`src/rtl/core/hwb_pkg.sv`:
```
`default_nettype none
package hwb_pkg;
	localparam int unsigned DefMaxRows = 256;
	localparam int unsigned DefMaxCols = 256;

	// register indexes
	localparam logic [2:0] REG_CX   = 3'd0;
	localparam logic [2:0] REG_CY   = 3'd1;
	localparam logic [2:0] REG_CZ   = 3'd2;
	localparam logic [2:0] REG_QUAT = 3'd3;
	localparam logic [2:0] REG_CS   = 3'd4;
	localparam logic [2:0] REG_ROWS = 3'd5;
	localparam logic [2:0] REG_COLS = 3'd6;

	// shared multiplier operand request
	typedef struct packed {
		logic signed [33:0] a;
		logic signed [33:0] b;
	} mul_req_t;

	// round half up by s bits (floor shift after adding half)
	function automatic logic signed [63:0] rshr64(input logic signed [63:0] v, input int s);
		logic signed [63:0] t;
		begin
			t = v + (64'sd1 <<< (s - 1));
			rshr64 = t >>> s;
		end
	endfunction

	function automatic logic signed [31:0] sat32(input logic signed [63:0] v);
		begin
			if (v > 64'sh000000007FFFFFFF) sat32 = 32'sh7FFFFFFF;
			else if (v < -64'sh0000000080000000) sat32 = 32'sh80000000;
			else sat32 = v[31:0];
		end
	endfunction
endpackage
`default_nettype wire

```
`src/rtl/core/hwb_mul.sv`:
```
`default_nettype none
// shared signed multiplier with registered product
module hwb_mul
	import hwb_pkg::*;
(
	input  wire logic              clk,
	input  wire mul_req_t          req,
	output logic signed [67:0]     prod_q
);
	// two partial products, 34x17 each, summed into a second register
	logic signed [50:0] lo_q;
	logic signed [50:0] hi_q;

	always_ff @(posedge clk) begin
		lo_q <= 51'(req.a * $signed({1'b0, req.b[16:0]}));
		hi_q <= 51'(req.a * $signed(req.b[33:17]));
		prod_q <= 68'(lo_q) + (68'(hi_q) <<< 17);
	end
endmodule
`default_nettype wire

```
`config.mk`:
```
export PLATFORM = sky130hd
export DESIGN_NAME = hwb_mul
export DESIGN_NICKNAME = d
export VERILOG_FILES = /design/src/rtl/core/hwb_pkg.sv /design/src/rtl/core/hwb_mul.sv
export SDC_FILE = /design/constraint.sdc
export NUM_CORES = 2
export LEC_CHECK = 0
export ABC_AREA = 1
export CAP_MARGIN = 20
export CORE_MARGIN = 2
export CORE_UTILIZATION = 46
export DETAILED_ROUTE_END_ITERATION = 16
export DONT_BUFFER_PORTS = 1
export SLEW_MARGIN = 20
export SYNTH_ARGS = -nofsm -noshare
export SYNTH_HDL_FRONTEND = slang
export SYNTH_SLANG_ARGS = --single-unit
```
`constraint.sdc`:
```
create_clock -name clk -period 10.3 [get_ports clk]
set_input_delay 1.03 -clock clk [delete_from_list [all_inputs] [get_ports clk]]
set_output_delay 1.03 -clock clk [all_outputs]
set_load 0.01 [all_outputs]
```
**Word-level counts from Yosys, hierarchy flattened**

Index checks and enable logic that the tools add are counted.

- Output and inout port bits: 68
- Logic and storage cells: 6
- Input port bits: 69
- Bits in registers: 170

- $mul: 2
- $add $sub $neg: 1

Operator list:

| kind | count |
|---|---|
| 51-bit by 68-bit adder with 68-bit output | 1 |
| 34-bit by 17-bit multiplier with 51-bit output | 1 |
| 34-bit by 18-bit multiplier with 51-bit output | 1 |

**Depth between registers and ports, before layout**

- Depth after elaboration: 1
- Mapped depth: 30

**Least setup slack after synthesis**

No wires, ideal clock.

- Path kind: input -> register
- From: input port req[67] in the netlist's numbering
- To: register lo_q[49]
- Data required time: 10187 ps
- Arrival time: 6169 ps
- Slack: 4018 ps
- Stages: 22
- Cell sequence: clkbuf_1 -> clkbuf_1 -> nand2_1 -> inv_1 -> fa_1 -> fa_1 -> inv_1 -> fa_1 -> fa_1 -> fa_1 -> fa_1 -> inv_1 -> ha_1 -> nand2_1 -> nor2_1 -> inv_1 -> nor3_2 -> nand2_1 -> nor2_1 -> nand2_1 -> nand4_1 -> nand2_1

- Longest elaborated chain between the ends: 1

RTL lines:

| element | RTL line | text |
|---|---|---|
| from (decl) | hwb_mul.sv:7 | `input wire mul_req_t req,` |
| 34-bit by 18-bit multiplier with 51-bit output | hwb_mul.sv:15 | `lo_q <= 51'(req.a * $signed({1'b0, req.b[16:0]}));` |
| to (signal assigned) | hwb_mul.sv:15 |  |
| to (decl) | hwb_mul.sv:11 | `logic signed [50:0] lo_q;` |

Every way passes these cells.

**Worst setup path after layout**

- From: input port req[58] in the netlist's numbering
- To: register lo_q[33]

The elaborated chain is that of the path after synthesis.

==> flow_summary.ini <==
[outcome]
outcome = finished clean

[timing]
fin_crit_sh_pct = 58.4
worstMarginPinSlew_ns = 0.959
setup_tns_ns = 0
finalCriticalPeriod_ns = 6.01
finalHoldViolCount = 0
rsz0062_at_grt = false
slew_violations = 0
slew_headroom_pct = 36.0
setup_violations = 0
fin_skew_ns = 0.0204
fmax_mhz = 166

[synthesis]
synth_enable_flop_cells = 0
synth_flop_cell = dfxtp_1
syn_area_per_cell_um2 = 7.19
yosys_warnings = 0
synth-async-reset-ratio_pct = 0
synthCells = 7137
synth_seq_cells = 170
syn_area_mm2 = 0.0513
syn-num-nets = 8592
synth.distinct_cells = 39
synth_most_common_cell = nand2_1
yosysSeqAreaShare_pct = 6.63
synth_commonest_cells = nand2_1, inv_1, fa_1, ha_1, nor2_1
yosys.area.top_type = fa_1
synthTopCellsByArea = fa_1, nand2_1, inv_1
synth_top_area_share_pct = 42.8

[finish]
nets = 8341
diodes = 0
area_delta_synth_final_pct = 2.76
nFillCells = 11300
drive_gt1_share_pct = 1.46

[clocking]
tritoncts = yes
cts.repair.resized = 0
cts_buffers = 17
post_cts_buffers = 0
htreeDepth = 4
cts_sinks = 170
cts.path.max_buffers = 2
clkTransAtPathRegs_ns = 0.07
cts_root_buf = clkbuf_16
clock_latency_ns = 0.51
cts_hold_buffers = 0

[floorplanning]
core_area_mm2 = 0.111
die_area_mm2 = 0.114
die_y_um = 338
start_util_pct = 46.4
ios = 137
dieWidth_um = 338
fp-row-count = 122

[worst_setup_path]
critical_path_class = input port to flop
startpoint_type = input port
cp_data_required_time_ns = 10.65
path_max_fanout = 34
arrival_ns = 6.36
critPathCaptureType = flop

[placed_design]
place.gp.congestion = 0.987
dp_hpwl_mm = 128
place.port_buffers = 0

[routing]
wire_per_inst_um = 18.1
drt_wl_total_mm = 152
drtIter0Drc = 2787
routed_via_density = 4.91
first_pass_iters = 6
antenna_left = 0
vias = 41200
drc = 0

[hold_path]
hp-class = flop to flop

[global_route]
overflow = 0
grt_pass1_wl_mm = 244
grt_pass1_vias = 43500
grt_util_all_layers_pct = 27.9
antenna_found_initial = 1
grt_max_degree = 36

[job]
cap_viol_max_count = 0
[metal layers]
layer,wire (µm),track usage [%],vias up
met4,3820,7.31,0
li1,-,-,19300
met2,67800,44.5,1237
met1,70600,40.0,20500
met5,0,0,-
met3,9990,3.94,152
[layout by cell type (no fill, tap or decap), types with 3 or more instances in the layout]
| cell type | instances |
|---|---|
| nand3_1 | 137 |
| nor2_2 | 20 |
| o21ai_1 | 3 |
| nor3_1 | 16 |
| a21oi_2 | 3 |
| ha_1 | 288 |
| and2_1 | 5 |
| inv_1 | 2222 |
| nand4_1 | 51 |
| xor2_1 | 63 |
| xnor2_1 | 32 |
| nand3b_1 | 3 |
| nor3_2 | 3 |
| fa_1 | 1098 |
| a21oi_1 | 130 |
| inv_8 | 4 |
| dfxtp_1 | 170 |
| a21o_1 | 4 |
| o21ai_0 | 41 |
| nand2_1 | 2237 |
| clkinvlp_4 | 3 |
| or2_2 | 7 |
| inv_2 | 4 |
| nand2_2 | 15 |
| nor2_1 | 279 |
| clkbuf_16 | 17 |
| o21bai_1 | 11 |
| nor2_4 | 5 |
| nand3_2 | 5 |
[flip-flops by register name, summed over array words and instances, names as in the netlist]
signal  cells
prod_q     68
hi_q       51
lo_q       51
[worst max-delay path, cell delays in order]
cell	delay, ns
nand2_1	0.06
inv_1	0.05
fa_1	0.54
inv_1	0.05
fa_1	0.46
fa_1	0.52
inv_1	0.06
fa_1	0.46
fa_1	0.55
inv_1	0.06
fa_1	0.49
inv_1	0.05
ha_1	0.45
nand2_1	0.16
nor2_1	0.31
nand2_1	0.15
nor2_1	0.18
nand2_1	0.07
nand2_1	0.20
xor2_1	0.43
[final timing paths]
check                start          to  slack (ns)  cells after the start
hold / removal    lo_q[16]  prod_q[16]        0.33                      0
hold reg to reg   lo_q[16]  prod_q[16]        0.33                      0
setup / recovery   req[58]    lo_q[33]        4.29                     20
setup reg to reg  lo_q[50]  prod_q[52]        7.51                      8
[logic make-up after synthesis]
logic type / count (synthesis) / share of synthesized area (%)
buf+inv: 2497 / 18.3
flops: 170 / 6.63
simple gates: 2788 / 21.5
compound gates: 201 / 2.16
fa+ha+maj: 1386 / 49.9
xor+xnor: 95 / 1.62
[final cells by class]
type	instances	area (µm²)	share of cell area, %
clock buffer	18	429	0.814
clock inverter	13	138	0.261
tap	1488	1860	3.53
timing repair buffer	1	7.51	0.0142
inverter	2226	8360	15.8
sequential	170	3400	6.45
multi-input combinational	4470	38500	73.1
[through the flow]
| stage | instances | utilization, % | cell area [µm²] | hold WS [ns] | worst slack (ns) |
|---|---|---|---|---|---|
| after floorplan | 7137 | - | 51300 | 0.310 | 4.02 |
| after global placement | 8355 | 47.1 | 52200 | 0.311 | 3.74 |
| after detailed placement | 8355 | 47.1 | 52200 | 0.312 | 3.77 |
| after CTS | 8386 | 47.7 | 52700 | 0.330 | 4.29 |
| after global routing | 8386 | 47.7 | 52700 | 0.331 | 4.08 |
| final | 8386 | 47.7 | 52700 | 0.328 | 4.29 |
Power is left out: the tool's default activity adds up to more than one toggle a clock period on the data nets, which glitch-free logic cannot reach.
