**src/rtl/core/hwb_pkg.sv**
```systemverilog
`default_nettype none
package hwb_pkg;
	localparam int unsigned DefMaxRows = 256;
	localparam int unsigned DefMaxCols = 256;

	// register indexes
	localparam logic [2:0] REG_CX   = 3'd0;
	localparam logic [2:0] REG_CY   = 3'd1;
	localparam logic [2:0] REG_CZ   = 3'd2;
	localparam logic [2:0] REG_QUAT = 3'd3;
	localparam logic [2:0] REG_CS   = 3'd4;
	localparam logic [2:0] REG_ROWS = 3'd5;
	localparam logic [2:0] REG_COLS = 3'd6;

	// shared multiplier operand request
	typedef struct packed {
		logic signed [33:0] a;
		logic signed [33:0] b;
	} mul_req_t;

	// round half up by s bits (floor shift after adding half)
	function automatic logic signed [63:0] rshr64(input logic signed [63:0] v, input int s);
		logic signed [63:0] t;
		begin
			t = v + (64'sd1 <<< (s - 1));
			rshr64 = t >>> s;
		end
	endfunction

	function automatic logic signed [31:0] sat32(input logic signed [63:0] v);
		begin
			if (v > 64'sh000000007FFFFFFF) sat32 = 32'sh7FFFFFFF;
			else if (v < -64'sh0000000080000000) sat32 = 32'sh80000000;
			else sat32 = v[31:0];
		end
	endfunction
endpackage
`default_nettype wire

```
**src/rtl/core/hwb_regs.sv**
```systemverilog
`default_nettype none
// configuration registers on the apb-style port
module hwb_regs
	import hwb_pkg::*;
(
	input  wire logic               clk,
	input  wire logic               arst_n,
	input  wire logic               psel,
	input  wire logic               penable,
	input  wire logic               pwrite,
	input  wire logic [5:0]         paddr,
	input  wire logic [63:0]        pwdata,
	output logic [63:0]             prdata,
	output logic signed [31:0]      cx_q,
	output logic signed [31:0]      cy_q,
	output logic signed [31:0]      cz_q,
	output logic [63:0]             quat_q,
	output logic [30:0]             cs_q,
	output logic [8:0]              rows_q,
	output logic [8:0]              cols_q
);
	logic [2:0] idx;
	assign idx = paddr[5:3];

	// register writes
	always_ff @(posedge clk or negedge arst_n) begin
		if (!arst_n) begin
			cx_q <= '0; cy_q <= '0; cz_q <= '0;
			quat_q <= 64'h4000_0000_0000_0000;
			cs_q <= 31'd65536;
			rows_q <= '0; cols_q <= '0;
		end else if (psel && penable && pwrite) begin
			case (idx)
				REG_CX:   cx_q <= pwdata[31:0];
				REG_CY:   cy_q <= pwdata[31:0];
				REG_CZ:   cz_q <= pwdata[31:0];
				REG_QUAT: quat_q <= pwdata;
				REG_CS:   cs_q <= pwdata[30:0];
				REG_ROWS: rows_q <= pwdata[8:0];
				REG_COLS: cols_q <= pwdata[8:0];
				default: ;
			endcase
		end
	end

	// read mux
	always_comb begin
		case (idx)
			REG_CX:   prdata = {{32{cx_q[31]}}, cx_q};
			REG_CY:   prdata = {{32{cy_q[31]}}, cy_q};
			REG_CZ:   prdata = {{32{cz_q[31]}}, cz_q};
			REG_QUAT: prdata = quat_q;
			REG_CS:   prdata = {33'd0, cs_q};
			REG_ROWS: prdata = {55'd0, rows_q};
			REG_COLS: prdata = {55'd0, cols_q};
			default:  prdata = '0;
		endcase
	end
endmodule
`default_nettype wire

```
**config.mk**
```make
export PLATFORM = sky130hd
export DESIGN_NAME = hwb_regs
export DESIGN_NICKNAME = d
export VERILOG_FILES = /design/src/rtl/core/hwb_pkg.sv /design/src/rtl/core/hwb_regs.sv
export SDC_FILE = /design/constraint.sdc
export NUM_CORES = 1
export LEC_CHECK = 0
export ABC_CLOCK_PERIOD_IN_PS = 3100
export CORE_AREA = 2 2 135 137
export DETAILED_ROUTE_END_ITERATION = 16
export DIE_AREA = 0 0 137 139
export DONT_BUFFER_PORTS = 1
export PLACE_DENSITY_LB_ADDON = 0.1
export SLEW_MARGIN = 40
export SYNTH_ARGS = -nofsm -noshare
export SYNTH_HDL_FRONTEND = slang
export SYNTH_SLANG_ARGS = --single-unit
```
**constraint.sdc**
```tcl
create_clock -name clk -period 3.1 [get_ports clk]
set_clock_uncertainty 0.05 [all_clocks]
set_input_delay 0.31 -clock clk [delete_from_list [all_inputs] [get_ports clk]]
set_output_delay 0.31 -clock clk [all_outputs]
set_load 0.03 [all_outputs]
```
== Word-level counts from Yosys, hierarchy flattened ==
Index checks and enable logic that the tools add are counted.

* Equality and inequality tests: 6
* Mux-type cells: 1
* Reductions and logical operators: 10

{| class="wikitable"
|+ Operators with widths
! operator !! count
|-
| $pmux W64 S7 || 1
|-
| $reduce_and A2 Y1 || 7
|-
| $eq A3 B3 Y1 const B || 3
|-
| $eq A3 B2 Y1 const B || 2
|-
| $eq A3 B1 Y1 const B || 1
|-
| $logic_not A3 Y1 || 1
|-
| $logic_and A1 B1 Y1 || 2
|}

* Bits in registers: 209
* Input port bits: 75
* Output and inout port bits: 273
* Word-level logic and storage cells: 24

== Depth between registers and ports, before layout ==
Gate-level depths: netlist (run 1).

* Depth after elaboration: 3
* Depth in mapped cells: 6
* Mapped depth without buffers: 3

== Worst setup path before layout (run 1) ==
OpenSTA, ideal clock, no wires.

* Kind: input to output
* Start point: input port paddr[3]
* End point: output port prdata[1]
* Data arrival time: 1.613 ns
* Data required time: 2.740 ns
* Path slack: 1.127 ns
* Stages: 6
* Path buffers: 4
* Path through: buf_2 -> buf_4 -> buf_4 -> buf_4 -> mux2i_1 -> o211ai_1

* Cells in the longest elaborated chain, start to end: 2
* Elaborated cells on any way between the ends: 8
* Those cells by class: eq/ne (6); mux (1); reduce/logical (1)

{| class="wikitable"
|+ Ends and longest elaborated chain
! element !! RTL line !! RTL
|-
| start: declaration || hwb_regs.sv:11 || <nowiki>input wire logic [5:0] paddr,</nowiki>
|-
| $eq A3 B3 Y1, or another cell as far along || hwb_regs.sv:48 || <nowiki>case (idx)</nowiki>
|-
| $pmux W64 S7 (*) || hwb_regs.sv:48 ||
|-
| end: declaration || hwb_regs.sv:13 || <nowiki>output logic [63:0] prdata,</nowiki>
|}

Every way passes the cells marked *; elsewhere a longest branch is shown, timed or not.

== Worst setup path after layout (run 1) ==
* Start point: register cz_q[31]
* End point: output port prdata[38]

* Cells in the longest elaborated chain, start to end: 1

{| class="wikitable"
|+ Ends and longest elaborated chain
! element !! RTL line !! RTL
|-
| start: declaration || hwb_regs.sv:16 || <nowiki>output logic signed [31:0] cz_q,</nowiki>
|-
| start signal: assignment || hwb_regs.sv:36 || <nowiki>REG_CZ: cz_q <= pwdata[31:0];</nowiki>
|-
| $pmux W64 S7 || hwb_regs.sv:48 ||
|}

Every way passes these cells.

==> results of run 1 <==
[area by class of cell]
type                            instances  share of cell area, %
Clock buffer                           29                   5.74
Clock inverter                         11                   1.38
Inverter                                2                 0.0655
Multi-Input combinational cell        462                   37.9
Sequential cell                       209                   45.7
Tap cell                              229                   2.50
Timing Repair Buffer                   76                   6.70
[power by group through the flow]
| stage | Sequential [mW] | Combinational [mW] | Clock, mW |
|---|---|---|---|
| after CTS | 4.93 | 1.25 | 2.94 |
| after floorplan | 4.73 | 1.07 | 0 |
| after global routing | 5.00 | 1.35 | 3.06 |
| after global placement | 4.95 | 1.11 | 0 |
| after detailed placement | 4.98 | 1.16 | 0 |
| final | 4.93 | 1.25 | 2.88 |
[state kept, by name (all words and copies together) (netlist names)]
signal / flops
cs_q: 31
cz_q: 32
cx_q: 32
cols_q: 9
cy_q: 32
quat_q: 64
rows_q: 9
[layer usage]
layer,track usage [%],vias up,wire [µm]
met4,7.22,0,509
met5,0,-,0
met3,8.55,37,2430
li1,-,2758,-
met1,33.2,3356,10300
met2,48.4,310,14000
[worst max-delay path, delay by kind of cell, from the launching register on]
family,cells,cell delay (ns)
and+or+nand+nor,2,1.19
DFF,1,0.62
[what timing repair did]
item,CTS,global route
hold endpoints to repair,418,209
endpoints found under the setup margin,0,0
resized for setup,0,0
[metrics by stage]
stage,instance area [µm²],utilization [%],cells
floorplan,9960,-,729
global placement,10000,56.6,914
detailed placement,10000,56.6,914
CTS,11500,64.9,1018
global route,11500,64.9,1018
finish,11500,64.9,1018
[layout by cell type, fill, tap and decap left out, types with 19 or more instances in the layout]
cell	synthesis	layout
nand2_1	37	37
a221oi_1	21	21
dfrtp_1	207	207
dlygate4sd3_1	0	64
clkbuf_16	0	23
mux2_2	161	161
nand3_1	33	33
mux2_1	43	43
o21a_1	19	19
mux2_4	30	30
nor2_1	22	22
mux2i_1	38	38
[final timing paths]
path	end	slack, ns	cells past startpoint
setup / recovery	prdata[38]	0.42	2
hold / removal	cx_q[21]$_DFFE_PN0P_	-0.55	0
setup reg to reg	cy_q[30]$_DFFE_PN0P_	2.04	1
hold reg to reg	quat_q[62]$_DFFE_PN1P_	0.66	1
max in group asynchronous	cs_q[26]$_DFFE_PN0P_	3.09	0
min in group clk	cols_q[1]$_DFFE_PN0P_	0.22	3
[cells by family after synthesis]
family | Yosys count | synth area share [%]
buffers and inverters | 58 | 3.87
muxes | 272 | 31.4
DFF | 209 | 52.5
AOI/OAI and AO/OA | 80 | 6.35
and+or+nand+nor | 110 | 5.86
==> results.ini, run 1 <==
[pwr]
power_density_nw_per_um2 = 791
power.static_leakage_nw = 5.25
power_frac_seq_pct = 54.4
part_of_the_total_power_dissipated_in_the_clock_network_pct = 31.8
power_mw = 9.06
switchingPower_mw = 3.34
switching_share_pct = 36.8
combPwrFrac_pct = 13.8
vdd_drop_max_v = 0.000630
cellInternalPower_mw = 5.73

[sta]
fin_worst_hold_slack_ns = -0.548
final-hold-violation-count = 209
part_of_the_cycle_the_worst_path_needs_pct = 86.3
tns_ns = 0
worstMarginPinSlew_ns = 0.795
post-route-min-period_ns = 2.68
timing.final.ws_setup_ns = 0.424
slew_headroom_pct = 46.8
drv_slew = 0
max_freq_ghz = 0.374
final-setup-viol-count = 0
setup_repair_after_global_routing_missed_its_margin = false

[logic_synthesis]
yosys_warnings = 0
synth_area_leader_cell = dfrtp_1
total_nets_after_synthesis = 804
synthDistinctLibCells = 35
synth.top_cells.by_area = dfrtp_1 (52%), mux2_2 (18%), mux2_1 (4.9%)
syn-mean-instance-area_um2 = 13.7
syn-instance-count = 729
postSynth.topFlopCell = dfrtp_1
asyncSetResetFlopFracSynth_pct = 100
synth.cell_area_um2 = 9960
synth_commonest_cells = dfrtp_1 (207), mux2_2 (161), mux2_1 (43)
synth_most_common_cell = dfrtp_1
synth.ff_latch_count = 209
synth_enable_flop_cells = 0
synth_sequential_area_ratio_pct = 52.5
yosys.area.top_type_share_pct = 52.0

[worst_setup_path]
crit_path_max_incr_delay_ns = 0.78
timing.critical_path.slowest_stage_cell = or3b_2
critPathLaunch = cz_q[31]$_DFFE_PN0P_
critical_path.endpoint_type = output pin
startpoint_types = flip-flop
worst_path_required_time_ns = 2.74
worst_r2r_startpoint = cy_q[30]$_DFFE_PN0P_
timing.critical_path.arrival_ns = 2.32
worstPathMaxFanout = 33
timing.critical_path.cells = or3b_2 > nand3_1
timing.setup.critical_path_class = reg -> out

[floorplan]
start_util_pct = 56.4
design.core.area_um2 = 17700
fp-row-count = 49
die_height_um = 139
floorplan.die_area_um2 = 19000
die_w_um = 137
ioPinCount = 348

[cells_and_area]
area_used_by_multi_input_combinational_logic_um2 = 4350
post_route_cells_drive_above_1_share_pct = 32.8
nFillCells = 1268
register_area_um2 = 5230
n_antenna_cell = 0
final_net_count = 849
layout-area-overhead-vs-synth_pct = 15.0

[routing]
detail_route.first_pass.iterations = 5
avgViaCountPerCell = 6.35
detailroute.via_count = 6461
routed_wl_mm = 27.3
route.detailed.drc = 0
final_antenna_net_count = 0
detail_route.iter0.violations = 267
wirelength_per_cell_um = 26.8

[clock_network]
clockRootBuffer = clkbuf_16
cts_made_buffers = 23
clk_pin_slew_ns = 0.06
clock_tree_buffer_depth = 3
cts_tree = built
postCtsSetupBuffers = 0
cts_num_sinks = 209
h-tree-depth = 1
cts_hold_buffers = 64
worst_skew_pair.late_latency_ns = 0.48

[status]
violations = negative hold slack
outcome = finished, violations left

[placed_design]
numPortBuffers = 0
hpwl_mm = 17.3
final_weighted_congestion_in_routability_driven_placement = 0.843
dp_slack_ns = 0.933

[flow_run]
count_of_max_cap_constraint_violations = 0

[global_route]
grt_overflow = 0
antenna_found_initial = 0
grt_first_pass_wirelength_mm = 40.6
pin_count_of_the_biggest_net_entering_global_routing = 210
number_of_global_route_vias_before_repair = 6866
grt.total_usage_pct = 27.8

[min_path]
hold_path.class = in -> async

No activity file was read; power rests on OpenSTA's default activity.
==> run 2, diff against run 1 <==
- MAX_ROUTING_LAYER: not set -> met4
- RECOVER_POWER: not set -> 25
- SETUP_SLACK_MARGIN: not set -> 0.4
==> results.ini, run 2 (same netlist as run 1, synthesis figures left out) <==
[pwr]
vdd_drop_max_v = 0.000630  ; +0.10%
power_density_nw_per_um2 = 791  ; about the same
power_mw = 9.06  ; about the same
power.static_leakage_nw = 5.25  ; about the same

[cells_and_area]
registers.top_by_ff_count = quat_q
n_antenna_cell = 0  ; unchanged
layout-area-overhead-vs-synth_pct = 15.0  ; about the same
final_common_cell = dfrtp_1
post_route_cells_drive_above_1_share_pct = 32.8  ; unchanged
finalNonFillerCells = 1018  ; unchanged
layout_common_cells = dfrtp_1 (207), mux2_2 (161), dlygate4sd3_1 (64)
final_util_pct = 64.9  ; about the same
final_net_count = 849  ; unchanged
largest_reg_flops = 64  ; unchanged

[clock_network]
clockRootBuffer = clkbuf_16
clk_pin_slew_ns = 0.06  ; about the same
clock_tree_buffer_depth = 3  ; unchanged
cts_made_buffers = 23  ; unchanged
cts_num_sinks = 209  ; unchanged
cts_tree = built
h-tree-depth = 1  ; unchanged
cts_hold_buffers = 64  ; unchanged
worst_skew_pair.late_latency_ns = 0.48  ; about the same
postCtsSetupBuffers = 0  ; unchanged

[worst_setup_path]
worst_r2r_endpoint = cy_q[30]$_DFFE_PN0P_
setup.reg_to_reg.worst_slack_ns = 2.04  ; about the same
critPathLaunch = cy_q[31]$_DFFE_PN0P_
worst_path_required_time_ns = 2.74  ; about the same
r2r.worst_path.cells = 1  ; unchanged
worst_r2r_startpoint = cy_q[30]$_DFFE_PN0P_
critical_path.endpoint_type = output pin
worstPathMaxFanout = 33  ; unchanged
timing.critical_path.arrival_ns = 2.11  ; -0.21 ns
timing.setup.critical_path_class = reg -> out
crit_end = prdata[38]
startpoint_types = flip-flop

[sta]
slew_headroom_pct = 46.9  ; +0.13 points
post-route-min-period_ns = 2.47  ; -0.206 ns
fin_worst_hold_slack_ns = -0.547  ; +0.00115 ns
setup_repair_after_global_routing_missed_its_margin = false
drv_slew = 0  ; unchanged
part_of_the_cycle_the_worst_path_needs_pct = 79.7  ; -6.6 points
final-hold-violation-count = 209  ; unchanged
max_freq_ghz = 0.405  ; +8.3%
worstMarginPinSlew_ns = 0.793  ; -0.00199 ns
tns_ns = 0  ; unchanged
final-setup-viol-count = 0  ; unchanged

[floorplan]
die_height_um = 139  ; unchanged
fp-row-count = 49  ; unchanged
ioPinCount = 348  ; unchanged
start_util_pct = 56.4  ; unchanged
design.core.area_um2 = 17700  ; unchanged
die_w_um = 137  ; unchanged
floorplan.die_area_um2 = 19000  ; unchanged

[flow_run]
count_of_max_cap_constraint_violations = 0  ; unchanged

[placed_design]
hpwl_mm = 17.3  ; unchanged
final_weighted_congestion_in_routability_driven_placement = 0.856  ; +1.6%
numPlacedInstances = 914  ; unchanged
numPortBuffers = 0  ; unchanged

[routing]
routed_wl_mm = 27.1  ; -0.48%
detail_route.iter0.violations = 272  ; +1.9%
wirelength_per_cell_um = 26.6  ; -0.48%
avgViaCountPerCell = 6.30  ; -0.71%
final_antenna_net_count = 0  ; unchanged
detail_route.first_pass.iterations = 4  ; -1
route.detailed.drc = 0  ; unchanged
detailroute.via_count = 6415  ; -0.71%

[status]
outcome = finished, violations left
violations = negative hold slack

[global_route]
number_of_global_route_vias_before_repair = 6867  ; +0.015%
grt.total_usage_pct = 28.6  ; +0.88 points
pin_count_of_the_biggest_net_entering_global_routing = 210  ; unchanged
antenna_found_initial = 0  ; unchanged
grt_overflow = 0  ; unchanged
grt_first_pass_wirelength_mm = 40.6  ; about the same

[min_path]
hold_path.class = in -> async

==> run 2: timing repair <==
action                     CTS  global route
setup endpoints to repair    0            33
resized for setup            0             1
hold endpoints to repair   418           209
==> run 2: how the worst min path moves through the flow <==
stage	startpoint	endpoint	slack (ns)
after floorplan	arst_n	cols_q[0]$_DFFE_PN0P_	-0.04
after global routing	arst_n	cy_q[24]$_DFFE_PN0P_	-0.56
after global placement	arst_n	cs_q[24]$_DFFE_PN0P_	-0.03
after CTS	arst_n	quat_q[24]$_DFFE_PN0P_	-0.55
after detailed placement	arst_n	cz_q[24]$_DFFE_PN0P_	-0.03
final	arst_n	quat_q[22]$_DFFE_PN0P_	-0.55
==> run 2: metal layers <==
metal  up-vias  share of wire [%]  global-route usage [%]
met2       320                 52                    48.3
met1      3305                 37                    33.5
met4         0                2.0                    7.33
met5         -                  0                       -
li1       2747                  -                       -
met3        43                9.5                    8.30
==> run 2: report_power, final <==
group / internal, mW / switching, mW / total [mW]
registers: 3.25 / 1.68 / 4.93
logic: 0.657 / 0.592 / 1.25
clock network: 1.82 / 1.06 / 2.88
total: 5.73 / 3.33 / 9.06
==> run 2: cell type report <==
type	instances	area, µm²
well taps	229	287
fillers	1269	6200
multi-input cells	462	4350
repair buffers	76	768
flip-flops and latches	209	5230
clock buffers	29	658
inverters	2	7.51
clock inverters	11	158
==> run 2: critical path, cell delays in order, from the launching register on <==
cell and delay (ns):
dfrtp_1 0.53, mux2_2 0.36, nand2_1 0.06, buf_4 0.29
nand3_1 0.35
==> run 2: metrics by stage <==
step	area (µm²)	setup WS, ns
after floorplan	9960	1.13
after global placement	10000	0.847
after detailed placement	10000	0.933
after CTS	11500	0.403
after global routing	11500	0.543
final	11500	0.630
==> run 3, diff against run 2 <==
- ABC_AREA: not set -> 1
- ABC_CLOCK_PERIOD_IN_PS: 3100 -> 2280
- CORE_AREA: 2 2 135 137 -> 2 2 136 138
- DIE_AREA: 0 0 137 139 -> 0 0 138 140
- clock period: 3.1 -> 2.28 ns (I/O delays scaled with it)
==> results.ini, run 3 <==
[status]
outcome = finished, violations left
violations = negative hold slack

[logic_synthesis]
synthDistinctLibCells = 22  ; -37%
synth_area_leader_cell = dfrtp_1
synth_sequential_area_ratio_pct = 51.6  ; -0.90 points
synth.top_cells.by_area = dfrtp_1 (51%), nand2_1 (18%), nand4_1 (6.9%)
total_nets_after_synthesis = 1371  ; +71%
synth_most_common_cell = nand2_1
postSynth.topFlopCell = dfrtp_1
yosys_warnings = 0  ; unchanged
syn-instance-count = 1296  ; +78%
synth.cell_area_um2 = 10100  ; +1.7%
synth_commonest_cells = nand2_1 (481), dfrtp_1 (207), o21ai_0 (124)
yosys.area.top_type_share_pct = 51.1  ; -0.89 points
synth_enable_flop_cells = 0  ; unchanged
syn-mean-instance-area_um2 = 7.82  ; -43%
synth.ff_latch_count = 209  ; unchanged
asyncSetResetFlopFracSynth_pct = 100  ; unchanged

[cells_and_area]
area_used_by_multi_input_combinational_logic_um2 = 4300  ; -1.2%
final_net_count = 1423  ; +68%
final_common_cell = nand2_1
register_area_um2 = 5380  ; +2.8%
post_route_cells_drive_above_1_share_pct = 19.1  ; -14 points
n_antenna_cell = 0  ; unchanged
layout_common_cells = nand2_1 (469), o21ai_0 (124), dfrtp_2 (118)
layout-area-overhead-vs-synth_pct = 20.9
largest_reg_flops = 64  ; unchanged
nFillCells = 1464  ; +15%
registers.top_by_ff_count = quat_q
finalNonFillerCells = 1594  ; +57%

[placed_design]
numPortBuffers = 0  ; unchanged
final_weighted_congestion_in_routability_driven_placement = 0.853  ; -0.35%
numPlacedInstances = 1484  ; +62%
hpwl_mm = 20.9  ; +21%

[floorplan]
die_height_um = 140  ; +0.72%
ioPinCount = 348  ; unchanged
fp-row-count = 49  ; unchanged
start_util_pct = 57.0  ; +0.59 points
floorplan.die_area_um2 = 19300  ; +1.5%
die_w_um = 138  ; +0.73%
design.core.area_um2 = 17800  ; +0.69%

[sta]
max_freq_ghz = 0.503
slew_headroom_pct = 64.4  ; +17 points
final-setup-viol-count = 0  ; unchanged
setup_repair_after_global_routing_missed_its_margin = true
fin_worst_hold_slack_ns = -0.648  ; -0.101 ns
worstMarginPinSlew_ns = 0.534  ; -0.259 ns
post-route-min-period_ns = 1.99
tns_ns = 0  ; unchanged
drv_slew = 0  ; unchanged
part_of_the_cycle_the_worst_path_needs_pct = 87.2
final-hold-violation-count = 209  ; unchanged

[global_route]
grt.total_usage_pct = 35.0  ; +6.4 points
grt_overflow = 0  ; unchanged
grt_first_pass_wirelength_mm = 52.7  ; +30%
pin_count_of_the_biggest_net_entering_global_routing = 210  ; unchanged
antenna_found_initial = 0  ; unchanged
number_of_global_route_vias_before_repair = 9083  ; +32%

[min_path]
hold_path.class = in -> async

[worst_setup_path]
timing.critical_path.buf_inv = 2  ; +1
timing.critical_path.slowest_stage_cell = dfrtp_2
timing.critical_path.cells = nand4_1 > buf_12 > nand4_1 > buf_4
worstPathMaxFanout = 33  ; unchanged
r2r.worst_path.cells = 2  ; +1
startpoint_types = flip-flop
setup.reg_to_reg.worst_slack_ns = 1.26  ; -0.78 ns
path_common_cell = nand4_1
crit_path_max_incr_delay_ns = 0.49  ; -0.04 ns
worst_path_required_time_ns = 2.00  ; -0.74 ns
timing.setup.critical_path_class = reg -> out
worst_r2r_startpoint = cs_q[16]$_DFFE_PN1P_
critical-path-top-delay-family = flip-flops
worst_r2r_endpoint = cs_q[16]$_DFFE_PN1P_
critical_path.endpoint_type = output pin
timing.critical_path.arrival_ns = 1.71  ; -0.40 ns

[clock_network]
cts_made_buffers = 23  ; unchanged
h-tree-depth = 1  ; unchanged
clk_pin_slew_ns = 0.06  ; about the same
clock_tree_buffer_depth = 3  ; unchanged
worst_skew_pair.late_latency_ns = 0.52  ; +0.04 ns
cts_hold_buffers = 66  ; +3.1%
clockRootBuffer = clkbuf_16
cts_num_sinks = 209  ; unchanged
cts_tree = built

[routing]
detail_route.first_pass.iterations = 6  ; +2
detail_route.iter0.violations = 865  ; +220%
route.detailed.drc = 0  ; unchanged
wirelength_per_cell_um = 21.2  ; -20%
final_antenna_net_count = 0  ; unchanged
detailroute.via_count = 9720  ; +52%
avgViaCountPerCell = 6.10  ; -3.2%
routed_wl_mm = 33.9  ; +25%

[pwr]
vdd_drop_max_v = 0.000757  ; +20%
power.static_leakage_nw = 6.09  ; +16%
power_density_nw_per_um2 = 998  ; +26%
power_mw = 12.2  ; +35%

[flow_run]
count_of_max_cap_constraint_violations = 0  ; unchanged

[run 3: cell types whose count changed in the layout (fill, tap and decap cells not counted), sizes merged, moves of 38 or more]
cell and delta:
o21ai +175, mux2i -38, mux2 -234, nand4 +111
buf +54, nand2 +448, inv +48, nand3 +68
[run 3: worst max path at each step]
stage	start	endpoint	slack, ns	depth (start not counted)
after detailed placement	cx_q[31]$_DFFE_PN0P_	prdata[46]	0.32	3
after floorplan	cy_q[31]$_DFFE_PN0P_	prdata[31]	0.65	3
after global routing	cy_q[31]$_DFFE_PN0P_	prdata[31]	0.26	4
after CTS	cy_q[31]$_DFFE_PN0P_	prdata[46]	0.29	4
final	cy_q[31]$_DFFE_PN0P_	prdata[34]	0.29	4
after global placement	cx_q[31]$_DFFE_PN0P_	prdata[41]	0.37	3
[run 3: power breakdown]
part / internal, mW / total, mW / leakage [nW] / switching, mW
combinational: 0.639 / 1.72 / 3.16 / 1.08
clock: 2.31 / 3.83 / 0.384 / 1.51
sequential: 4.47 / 6.69 / 2.55 / 2.22
[run 3: area by class of cell]
type                            count  share of cell area (%)
Clock buffer                       35                    5.63
Clock inverter                      7                   0.745
Inverter                           50                    1.60
Multi-Input combinational cell    932                    35.1
Sequential cell                   209                    43.9
Tap cell                          229                    2.34
Timing Repair Buffer              132                    10.7
[run 3: cells by family (layout without fill, tap and decap cells)]
family                 Yosys count  count (layout)  share of synthesized area (%)
AOI/OAI and AO/OA              178             178                           8.79
buffers and inverters          156             224                           7.07
DFF                            209             209                           51.6
and+or+nand+nor                753             754                           32.5
[run 3: per-stage QoR]
stage	hold WS (ns)	utilization, %	setup WS, ns	area [µm²]
after floorplan	-0.118	-	0.650	10100
after global placement	-0.113	59.1	0.367	10500
after detailed placement	-0.113	59.2	0.323	10500
after CTS	-0.663	68.1	0.286	12100
after global routing	-0.660	68.9	0.256	12300
final	-0.648	68.9	0.291	12300
[run 3: routing by layer]
metal | routed length (µm) | share of wire, % | track usage (%) | up-vias
met5 | 0 | 0 | - | -
met3 | 3770 | 11 | 9.71 | 92
met2 | 16100 | 48 | 54.8 | 576
met1 | 12800 | 38 | 44.1 | 4635
met4 | 1230 | 3.6 | 12.5 | 0
li1 | - | - | - | 4417
[run 3: timing repair]
action,4_1_cts,5_1_grt
buffers inserted,1,0
resized for setup,59,88
setup endpoints to repair,50,117
pin swaps,1,5
gates cloned,1,0
endpoints found under the hold margin,418,209
[run 3: worst reg2reg max path, cell delays in order, from the launching register on]
cell     delay [ns]
dfstp_2        0.66
o21ai_0        0.16
nand2_1        0.10
